File: config.mk
export PLATFORM = sky130hd
export DESIGN_NAME = har_window_means_top
export DESIGN_NICKNAME = d
export VERILOG_FILES = /design/src/hw/rtl/harwm_pkg.sv /design/src/hw/rtl/har_window_means_top.sv /design/src/hw/rtl/harwm_div.sv
export SDC_FILE = /design/constraint.sdc
export NUM_CORES = 2
export LEC_CHECK = 0
export BUFFER_PORTS_ARGS = -buffer_cell sky130_fd_sc_hd__buf_2
export CAP_MARGIN = 5
export CORE_MARGIN = 3
export CORE_UTILIZATION = 56
export CTS_CLUSTER_DIAMETER = 50
export DETAILED_ROUTE_END_ITERATION = 7
export PLACE_DENSITY = 0.76
export SYNTH_ARGS = -nofsm -noshare
export SYNTH_HDL_FRONTEND = slang
export SYNTH_SLANG_ARGS = --single-unit
File: constraint.sdc
create_clock -name i_clk -period 11.08 [get_ports i_clk]
set_clock_uncertainty 0.15 [all_clocks]
set_input_delay 2.77 -clock i_clk [delete_from_list [all_inputs] [get_ports i_clk]]
set_output_delay 2.77 -clock i_clk [all_outputs]
set_load 0.05 [all_outputs]
File: src/hw/rtl/harwm_pkg.sv
// Shared constants, register codes and reset values for the HAR window-means block.
`timescale 1ns / 1ps

package harwm_pkg;

    localparam int SAMPLE_W      = 32;   // Q16.16 sample and mean width
    localparam int LAG_OUTS      = 4;    // lag mean fields in a result row
    localparam int CFG_IDX_W     = 3;
    localparam int CFG_DATA_W    = 6;
    localparam int LAG_CNT_W     = 3;

    localparam int MAX_WINDOW_DEF  = 32;
    localparam int MAX_HORIZON_DEF = 32;
    localparam int LAG_SLOTS_DEF   = 4;

    typedef enum logic [CFG_IDX_W-1:0] {
        CFG_LAG_COUNT = 3'd0,
        CFG_PERIOD_0  = 3'd1,
        CFG_PERIOD_1  = 3'd2,
        CFG_PERIOD_2  = 3'd3,
        CFG_PERIOD_3  = 3'd4,
        CFG_HORIZON   = 3'd5
    } t_cfg_idx;

    localparam logic [LAG_CNT_W-1:0]  RST_LAG_COUNT = 3'd3;
    localparam logic [CFG_DATA_W-1:0] RST_PERIOD_0  = 6'd1;
    localparam logic [CFG_DATA_W-1:0] RST_PERIOD_1  = 6'd5;
    localparam logic [CFG_DATA_W-1:0] RST_PERIOD_2  = 6'd22;
    localparam logic [CFG_DATA_W-1:0] RST_PERIOD_3  = 6'd1;
    localparam logic [CFG_DATA_W-1:0] RST_HORIZON   = 6'd1;

endpackage

File: src/hw/rtl/har_window_means_top.sv
// Top level: sample ring, accumulate and divide sequencer, config and output registers.
`timescale 1ns / 1ps
// Per accepted item: fill check, then for the target window (h) and each used lag (p_i) the
//   window is summed over the ring and divided; SUM_W = 37 at default sizes.
// Uses one ring read port and one shared 1-bit/cycle divider; input not ready meanwhile.
// A new sample is taken only once the current item is done, including any wait for a full
//   output register; an item that yields no row only passes the fill check.
// Reset (synchronous, active low): pointers, fill and config to defaults; ring not cleared.
module har_window_means_top #(
    parameter int MAX_WINDOW  = harwm_pkg::MAX_WINDOW_DEF,
    parameter int MAX_HORIZON = harwm_pkg::MAX_HORIZON_DEF,
    parameter int LAG_SLOTS   = harwm_pkg::LAG_SLOTS_DEF
) (
    input  logic                                      i_clk,
    input  logic                                      i_rst_n,
    // input stream
    input  logic                                      i_s_axis_tvalid,
    output logic                                      o_s_axis_tready,
    input  logic [harwm_pkg::SAMPLE_W-1:0]            i_s_axis_tdata,  // [31:0] sample
    input  logic                                      i_s_axis_tuser,  // [0] series_start
    // result stream
    output logic                                      o_m_axis_tvalid,
    input  logic                                      i_m_axis_tready,
    // [31:0] target_mean, [63:32] lag_mean_0, [95:64] lag_mean_1,
    // [127:96] lag_mean_2, [159:128] lag_mean_3
    output logic [(harwm_pkg::LAG_OUTS+1)*harwm_pkg::SAMPLE_W-1:0] o_m_axis_tdata,
    // configuration writes
    input  logic                                      i_cfg_valid,
    output logic                                      o_cfg_ready,
    input  logic [harwm_pkg::CFG_IDX_W-1:0]           i_cfg_index,
    input  logic [harwm_pkg::CFG_DATA_W-1:0]          i_cfg_data
);
    import harwm_pkg::*;

    localparam int DEPTH    = MAX_WINDOW + MAX_HORIZON;
    localparam int AW       = $clog2(DEPTH);
    localparam int FW       = $clog2(DEPTH + 1);
    localparam int MAXV     = (MAX_WINDOW > MAX_HORIZON) ? MAX_WINDOW : MAX_HORIZON;
    localparam int CW       = $clog2(MAXV + 1);
    localparam int SUM_W    = SAMPLE_W + $clog2(MAXV);
    localparam int SLOT_LIM = (LAG_SLOTS < LAG_OUTS) ? LAG_SLOTS : LAG_OUTS;
    localparam int JW       = $clog2(LAG_OUTS + 1);
    localparam int LIW      = $clog2(LAG_OUTS);

    typedef enum logic [4:0] {
        S_IDLE = 5'b00001,
        S_CHK  = 5'b00010,
        S_SUM  = 5'b00100,
        S_DIV  = 5'b01000,
        S_OUT  = 5'b10000
    } t_state;

    function automatic logic [CW-1:0] f_clamp(input logic [CFG_DATA_W-1:0] v, input int hi);
        logic [CW-1:0] res;
        if (v == '0)
            res = CW'(1);
        else if (int'(v) > hi)
            res = CW'(hi);
        else
            res = CW'(v);
        return res;
    endfunction

    // config registers
    logic [LAG_CNT_W-1:0]  r_lag_count;
    logic [CFG_DATA_W-1:0] r_period [LAG_OUTS];
    logic [CFG_DATA_W-1:0] r_horizon;

    // control
    t_state                r_state;
    logic [AW-1:0]         r_wp;
    logic [FW-1:0]         r_fill;
    logic [JW-1:0]         r_job;
    logic [CW-1:0]         r_cnt;
    logic                  r_pend;
    logic                  r_div_start;
    logic                  r_out_vld;

    // payload
    logic [SAMPLE_W-1:0]   r_ring [DEPTH];
    logic [SAMPLE_W-1:0]   r_rd;
    logic [AW-1:0]         r_addr;
    logic [AW-1:0]         r_lag_base;
    logic [SUM_W-1:0]      r_acc;
    logic [SAMPLE_W-1:0]   r_res [LAG_OUTS+1];
    logic [(LAG_OUTS+1)*SAMPLE_W-1:0] r_out_data;

    logic [CW-1:0]         h_c;
    logic [CW-1:0]         per_c [LAG_OUTS];
    logic [JW-1:0]         used_c;
    logic [CW-1:0]         maxp_c;
    logic [FW-1:0]         need_c;
    logic [CW-1:0]         job_cnt;
    logic                  in_acc;
    logic [AW-1:0]         wr_idx;
    logic [AW-1:0]         addr_dec;
    logic                  issue;
    logic                  div_done;
    logic [SAMPLE_W-1:0]   div_quo;

    assign o_s_axis_tready = (r_state == S_IDLE);
    assign o_cfg_ready     = 1'b1;
    assign in_acc          = i_s_axis_tvalid && o_s_axis_tready;
    assign wr_idx          = i_s_axis_tuser ? '0 : r_wp;
    assign addr_dec        = (r_addr == '0) ? AW'(DEPTH - 1) : r_addr - AW'(1);

    always_comb begin
        h_c = f_clamp(r_horizon, MAX_HORIZON);
        for (int i = 0; i < LAG_OUTS; i++)
            per_c[i] = f_clamp(r_period[i], MAX_WINDOW);
        if (r_lag_count == '0)
            used_c = JW'(1);
        else if (int'(r_lag_count) > SLOT_LIM)
            used_c = JW'(SLOT_LIM);
        else
            used_c = JW'(r_lag_count);
        maxp_c = CW'(1);
        for (int i = 0; i < LAG_OUTS; i++)
            if ((JW'(i) < used_c) && (per_c[i] > maxp_c))
                maxp_c = per_c[i];
        need_c  = FW'(maxp_c) + FW'(h_c);
        job_cnt = (r_job == '0) ? h_c : per_c[LIW'(r_job - JW'(1))];
    end

    assign issue = (r_state == S_SUM) && (r_cnt != job_cnt);

    always_ff @(posedge i_clk) begin
        if (!i_rst_n) begin
            r_lag_count <= RST_LAG_COUNT;
            r_period[0] <= RST_PERIOD_0;
            r_period[1] <= RST_PERIOD_1;
            r_period[2] <= RST_PERIOD_2;
            r_period[3] <= RST_PERIOD_3;
            r_horizon   <= RST_HORIZON;
        end else if (i_cfg_valid && o_cfg_ready) begin
            unique case (i_cfg_index)
                CFG_LAG_COUNT: r_lag_count <= i_cfg_data[LAG_CNT_W-1:0];
                CFG_PERIOD_0:  r_period[0] <= i_cfg_data;
                CFG_PERIOD_1:  r_period[1] <= i_cfg_data;
                CFG_PERIOD_2:  r_period[2] <= i_cfg_data;
                CFG_PERIOD_3:  r_period[3] <= i_cfg_data;
                CFG_HORIZON:   r_horizon   <= i_cfg_data;
                default: ;
            endcase
        end
    end

    // sample ring: one write on accept, one registered read per cycle
    always_ff @(posedge i_clk) begin
        if (in_acc)
            r_ring[wr_idx] <= i_s_axis_tdata;
        r_rd <= r_ring[r_addr];
    end

    always_ff @(posedge i_clk) begin
        if (!i_rst_n) begin
            r_state     <= S_IDLE;
            r_wp        <= '0;
            r_fill      <= '0;
            r_job       <= '0;
            r_cnt       <= '0;
            r_pend      <= 1'b0;
            r_div_start <= 1'b0;
            r_out_vld   <= 1'b0;
        end else begin
            r_div_start <= (r_state == S_SUM) && !issue && !r_pend;
            if ((r_state == S_OUT) && (!r_out_vld || i_m_axis_tready))
                r_out_vld <= 1'b1;
            else if (i_m_axis_tready)
                r_out_vld <= 1'b0;
            unique case (r_state)
                S_IDLE: begin
                    if (in_acc) begin
                        r_wp   <= (wr_idx == AW'(DEPTH - 1)) ? '0 : wr_idx + AW'(1);
                        if (i_s_axis_tuser)
                            r_fill <= FW'(1);
                        else if (r_fill != FW'(DEPTH))
                            r_fill <= r_fill + FW'(1);
                        r_state <= S_CHK;
                    end
                end
                S_CHK: begin
                    r_job  <= '0;
                    r_cnt  <= '0;
                    r_pend <= 1'b0;
                    r_state <= (r_fill < need_c) ? S_IDLE : S_SUM;
                end
                S_SUM: begin
                    if (issue)
                        r_cnt <= r_cnt + CW'(1);
                    r_pend <= issue;
                    if (!issue && !r_pend)
                        r_state <= S_DIV;
                end
                S_DIV: begin
                    if (div_done) begin
                        if (r_job == used_c) begin
                            r_state <= S_OUT;
                        end else begin
                            r_job   <= r_job + JW'(1);
                            r_cnt   <= '0;
                            r_pend  <= 1'b0;
                            r_state <= S_SUM;
                        end
                    end
                end
                S_OUT: begin
                    if (!r_out_vld || i_m_axis_tready)
                        r_state <= S_IDLE;
                end
                default: r_state <= S_IDLE;
            endcase
        end
    end

    // datapath registers, no reset
    always_ff @(posedge i_clk) begin
        case (r_state)
            S_IDLE: begin
                if (in_acc)
                    r_addr <= wr_idx;   // newest sample opens the target window
            end
            S_CHK: begin
                r_acc <= '0;
                for (int i = 0; i <= LAG_OUTS; i++)
                    r_res[i] <= '0;
            end
            S_SUM: begin
                if (issue)
                    r_addr <= addr_dec;
                if (r_pend)
                    r_acc <= r_acc + SUM_W'(r_rd);
                // after the target window the read pointer sits on the first lag sample
                if (!issue && !r_pend && (r_job == '0))
                    r_lag_base <= r_addr;
            end
            S_DIV: begin
                if (div_done) begin
                    r_res[r_job] <= div_quo;
                    r_acc        <= '0;
                    r_addr       <= r_lag_base;
                end
            end
            S_OUT: begin
                if (!r_out_vld || i_m_axis_tready)
                    for (int i = 0; i <= LAG_OUTS; i++)
                        r_out_data[i*SAMPLE_W +: SAMPLE_W] <= r_res[i];
            end
            default: ;
        endcase
    end

    harwm_div #(
        .SUM_W (SUM_W),
        .DIV_W (CW)
    ) u_div (
        .i_clk      (i_clk),
        .i_rst_n    (i_rst_n),
        .i_start    (r_div_start),
        .i_dividend (r_acc),
        .i_divisor  (job_cnt),
        .o_done     (div_done),
        .o_quotient (div_quo)
    );

    assign o_m_axis_tvalid = r_out_vld;
    assign o_m_axis_tdata  = r_out_data;

    assert property (@(posedge i_clk) disable iff (!i_rst_n)
        r_div_start |-> (r_state == S_DIV))
        else $error("divider started outside divide phase");

    assert property (@(posedge i_clk) disable iff (!i_rst_n)
        ((r_state == S_SUM) || (r_state == S_DIV)) |-> (r_job <= used_c))
        else $error("job index beyond lags in use");

    assert property (@(posedge i_clk) disable iff (!i_rst_n)
        (r_state == S_SUM) |-> (r_cnt <= job_cnt))
        else $error("read count overran window");

    assert property (@(posedge i_clk) disable iff (!i_rst_n)
        (r_state == S_OUT && r_out_vld && !i_m_axis_tready) |=> (r_state == S_OUT))
        else $error("row left sequencer while output register full");

    assert property (@(posedge i_clk) disable iff (!i_rst_n)
        r_fill <= FW'(DEPTH))
        else $error("fill count beyond ring depth");

endmodule

File: src/hw/rtl/harwm_div.sv
// Restoring divider, one quotient bit per cycle, shared by all means of a row.
`timescale 1ns / 1ps

module harwm_div #(
    parameter int SUM_W = 37,
    parameter int DIV_W = 6
) (
    input  logic                            i_clk,
    input  logic                            i_rst_n,
    input  logic                            i_start,
    input  logic [SUM_W-1:0]                i_dividend,
    input  logic [DIV_W-1:0]                i_divisor,
    output logic                            o_done,
    output logic [harwm_pkg::SAMPLE_W-1:0]  o_quotient
);
    import harwm_pkg::*;

    localparam int CNT_W = $clog2(SUM_W + 1);

    logic               r_busy;
    logic               r_done;
    logic [CNT_W-1:0]   r_cnt;
    logic [SUM_W-1:0]   r_quo;
    logic [DIV_W-1:0]   r_rem;
    logic [DIV_W-1:0]   r_div;

    logic [DIV_W:0]     trial;
    logic [DIV_W:0]     diff;
    logic               fits;

    assign trial = {r_rem, r_quo[SUM_W-1]};
    assign diff  = trial - {1'b0, r_div};
    assign fits  = (trial >= {1'b0, r_div});

    always_ff @(posedge i_clk) begin
        if (!i_rst_n) begin
            r_busy <= 1'b0;
            r_done <= 1'b0;
            r_cnt  <= '0;
        end else begin
            r_done <= 1'b0;
            if (i_start) begin
                r_busy <= 1'b1;
                r_cnt  <= '0;
            end else if (r_busy) begin
                r_cnt <= r_cnt + CNT_W'(1);
                if (r_cnt == CNT_W'(SUM_W - 1)) begin
                    r_busy <= 1'b0;
                    r_done <= 1'b1;
                end
            end
        end
    end

    // dividend shifts out of the top of r_quo while quotient bits enter below
    always_ff @(posedge i_clk) begin
        if (i_start) begin
            r_quo <= i_dividend;
            r_rem <= '0;
            r_div <= i_divisor;
        end else if (r_busy) begin
            r_quo <= {r_quo[SUM_W-2:0], fits};
            r_rem <= fits ? diff[DIV_W-1:0] : trial[DIV_W-1:0];
        end
    end

    assign o_done     = r_done;
    assign o_quotient = r_quo[SAMPLE_W-1:0];

    assert property (@(posedge i_clk) disable iff (!i_rst_n)
        r_done |-> !r_busy)
        else $error("divider done while still busy");

    assert property (@(posedge i_clk) disable iff (!i_rst_n)
        r_busy |-> (r_rem < r_div))
        else $error("partial remainder not below divisor");

    assert property (@(posedge i_clk) disable iff (!i_rst_n)
        r_done |=> !r_done)
        else $error("divider done held longer than one cycle");

endmodule
==> flow_summary.toml <==
[run_status]
status = "completed"

[worst_setup_path]
worstSetupStartpointType = "register"
crit_slowest_cell = "a211oi_1"
critical_path.top_delay_family = "compound AO/OA/AOI/OAI gates"
crit_arrival_ns = 9.10
crit_type = "reg2reg"
critPathMaxStageDelay_ns = 0.91
cp_max_fo = 11
reg2reg_slack_ns = 2.62
r2r_end = "r_state[0]$_SDFFE_PN1P_"
crit_required_ns = 11.72
r2r_start = "r_period[0][5]$_SDFFCE_PN0P_"
reg2reg_depth = 35
crit_top_cell = "ha_1"
path_buf_inv = 3
worst_setup_path_end_kind = "register"
crit_start = "r_period[0][5]$_SDFFCE_PN0P_"

[sta]
final-hold-violation-count = 0
setup_viol = 0
tns_ns = 0
layout_setup_ws_ns = 2.62
min_period_over_period_pct = 76.3
tightest_slew_ns = 1.32
drv_slew = 0
fmax_ghz = 0.118
rsz0062_at_grt = "no"
relSlewSlack_pct = 12.0
period_minus_slack_ns = 8.46

[worst_hold_path]
hp-class = "reg2reg"
hp-start = "r_res[3][4]$_SDFFCE_PN0P_"
hold_end = "o_m_axis_tdata[100]$_DFFE_PP_"
holdPathStages = 0

[cts]
cts_hold_buf = 0
clkSinkCount = 2569
post_cts_buffers = 0
clk_latency_ns = 0.91
cts_tree = "done"
cts.root.buffer_cell = "clkbuf_16"
clk_pin_slew_ns = 0.07
ctsResizeCount = 0
clockBufferDepth = 4
htreeDepth = 5
cts_buffers = 275

[yosys]
synth_top_family_by_area = "multiplexers"
syn_nets = 4716
synth_edf_count = 2484
synthXorXnorAreaFrac_pct = 0.387
synth.distinct_cells = 76
synthCells = 4589
syn_avg_cell_area_um2 = 21.7
yosys.area_share.simple_pct = 3.31
ys_seq_area_share_pct = 76.6
yosys_register_bits = 2569
synth.area.mux_share_pct = 16.1
synth_adder_area_share_pct = 1.03
ys.flop_type = "edfxtp_1"
synthArstFlopShare_pct = 0
ys.warnings.count = 0
syn_area_um2 = 99600
synth-compound-area-share_pct = 1.53

[detailed_routing]
vias = 48500
drt-total-wl_um = 231000
vias_per_cell = 6.48
drc = 0
drtAntennaViolNets = 0
wl_per_cell_um = 30.8
drt-initial-drc-count = 5736
firstDrtPassIters = 6

[die]
die_area_um2 = 183000
die_w_um = 428
initial_core_util_pct = 56.4
rows = 154
core_um2 = 176000
ios = 210
die_h_um = 428

[power_and_ir_drop]
power_uw = 22700
p_leak_uw = 0.0358
irDropWorstVdd_uv = 232
pwr_density_cell_nw_per_um2 = 202

[placement]
dp_slack_ns = 2.65
hpwlAfterDp_um = 128000
gp_congestion = 0.860
io_buffers = 208

[finish]
final_cell_mix = "edfxtp_1 (2,484), mux4_2 (667), clkbuf_16 (282), buf_2 (208), and2_1 (148)"
final_util_pct = 63.7
drive_above_1_share_pct = 28.8
finalNetCount = 5093
mostFrequentLayoutCell = "edfxtp_1"
syn_to_final_growth_pct = 12.9
fill_cells = 11200

[global_routing]
track_usage_pct = 25.7
grt_start_max_net_pins = 142
grt_first_pass_wirelength_um = 341000
overflow = 0
first_global_vias = 49300
antenna_found_initial = 17

[flow_run]
cap_viol_max_count = 0
[cell families (layout without fill, tap and decap cells)]
| family | count (synthesis) | in the layout |
|---|---|---|
| AO/OA/AOI/OAI | 236 | 236 |
| XOR/XNOR | 44 | 44 |
| adder cells (fa/ha/maj) | 80 | 80 |
| buffers and inverters | 274 | 833 |
| flip-flops | 2569 | 2569 |
| multiplexers | 754 | 754 |
| other | 1 | 7 |
| AND/OR/NAND/NOR | 631 | 631 |
[synthesized netlist by cell type (all sizes together), types with 4 or more instances]
cell type	instances	area, um2
a211oi	8	60.1
inv	55	209
and4	4	35.0
or3	15	93.8
a22oi	10	75.1
or2	6	37.5
a31oi	9	56.3
nor3b	6	45.0
nand3b	11	82.6
mux4	670	15100
dfxtp	85	1700
o21a	14	105
or4	4	33.8
a21oi	57	285
ha	77	963
nand3	27	135
and2	148	926
mux2i	31	310
xnor2	21	184
o31ai	9	81.3
a21o	17	128
o211ai	4	30.0
nor2	177	664
nor2b	23	144
nand4	11	68.8
xor2	23	201
edfxtp	2484	74600
buf	73	334
nand2b	23	144
clkbuf	146	548
a21boi	9	67.6
nand2	86	325
nor4	11	68.8
and3	45	282
nor3	26	135
o21bai	9	67.6
o21ai	60	300
mux2	53	601
a211o	4	35.0
[worst max path at each step]
stage / end / slack [ns] / cells after the start
2_1_floorplan: o_m_axis_tdata[0]$_DFFE_PP_ / 0.31 / 2
3_3_place_gp: r_state[0]$_SDFFE_PN1P_ / 2.73 / 34
3_5_place_dp: r_state[0]$_SDFFE_PN1P_ / 2.65 / 35
4_1_cts: r_state[0]$_SDFFE_PN1P_ / 2.60 / 35
5_1_grt: r_state[0]$_SDFFE_PN1P_ / 1.92 / 35
6_report: r_state[0]$_SDFFE_PN1P_ / 2.62 / 35
[state kept, by name, indices dropped and copies added (netlist names), 7 cells and up]
register	cells
r_ring	2048
r_fill	7
o_m_axis_tdata	160
r_res	160
u_div.r_quo	37
r_period	24
r_rd	32
r_acc	37
[layer usage]
metal | GRT usage (%) | wire length [um] | part of all wire [%] | vias to the layer above
met5 | 0 | 55 | 0.024 | -
met4 | 7.60 | 6720 | 2.9 | 8
met3 | 5.93 | 23000 | 10 | 480
met2 | 42.4 | 116000 | 50 | 2845
met1 | 34.8 | 85200 | 37 | 25400
li1 | - | - | - | 19800
[metrics by stage]
step / cells / hold slack [ns] / instance area (um2)
detailed placement: 7029 / 0.255 / 104000
CTS: 7488 / 0.252 / 112000
global placement: 7029 / 0.251 / 104000
finish: 7494 / 0.252 / 112000
global route: 7488 / 0.260 / 112000
floorplan: 4589 / 0.250 / 99600
[where the power goes]
group | internal (uW) | total (uW) | switching (uW) | leakage (uW)
combinational | 1420 | 3220 | 1800 | 0.00880
sequential | 10800 | 10900 | 112 | 0.0230
clock | 4980 | 8560 | 3570 | 0.00403
total | 17200 | 22700 | 5480 | 0.0358
[cell type report]
| cell class | instances | area [um2] | area share, % |
|---|---|---|---|
| multi-input combinational | 1746 | 22800 | 20.3 |
| inverter | 55 | 209 | 0.186 |
| timing repair buffer | 319 | 1940 | 1.72 |
| antenna | 6 | 15.0 | 0.0134 |
| tap | 2340 | 2930 | 2.60 |
| clock inverter | 123 | 1030 | 0.920 |
| sequential | 2569 | 76300 | 67.8 |
| clock buffer | 336 | 7270 | 6.46 |
Note: power is estimated with default switching activity, not from simulation.
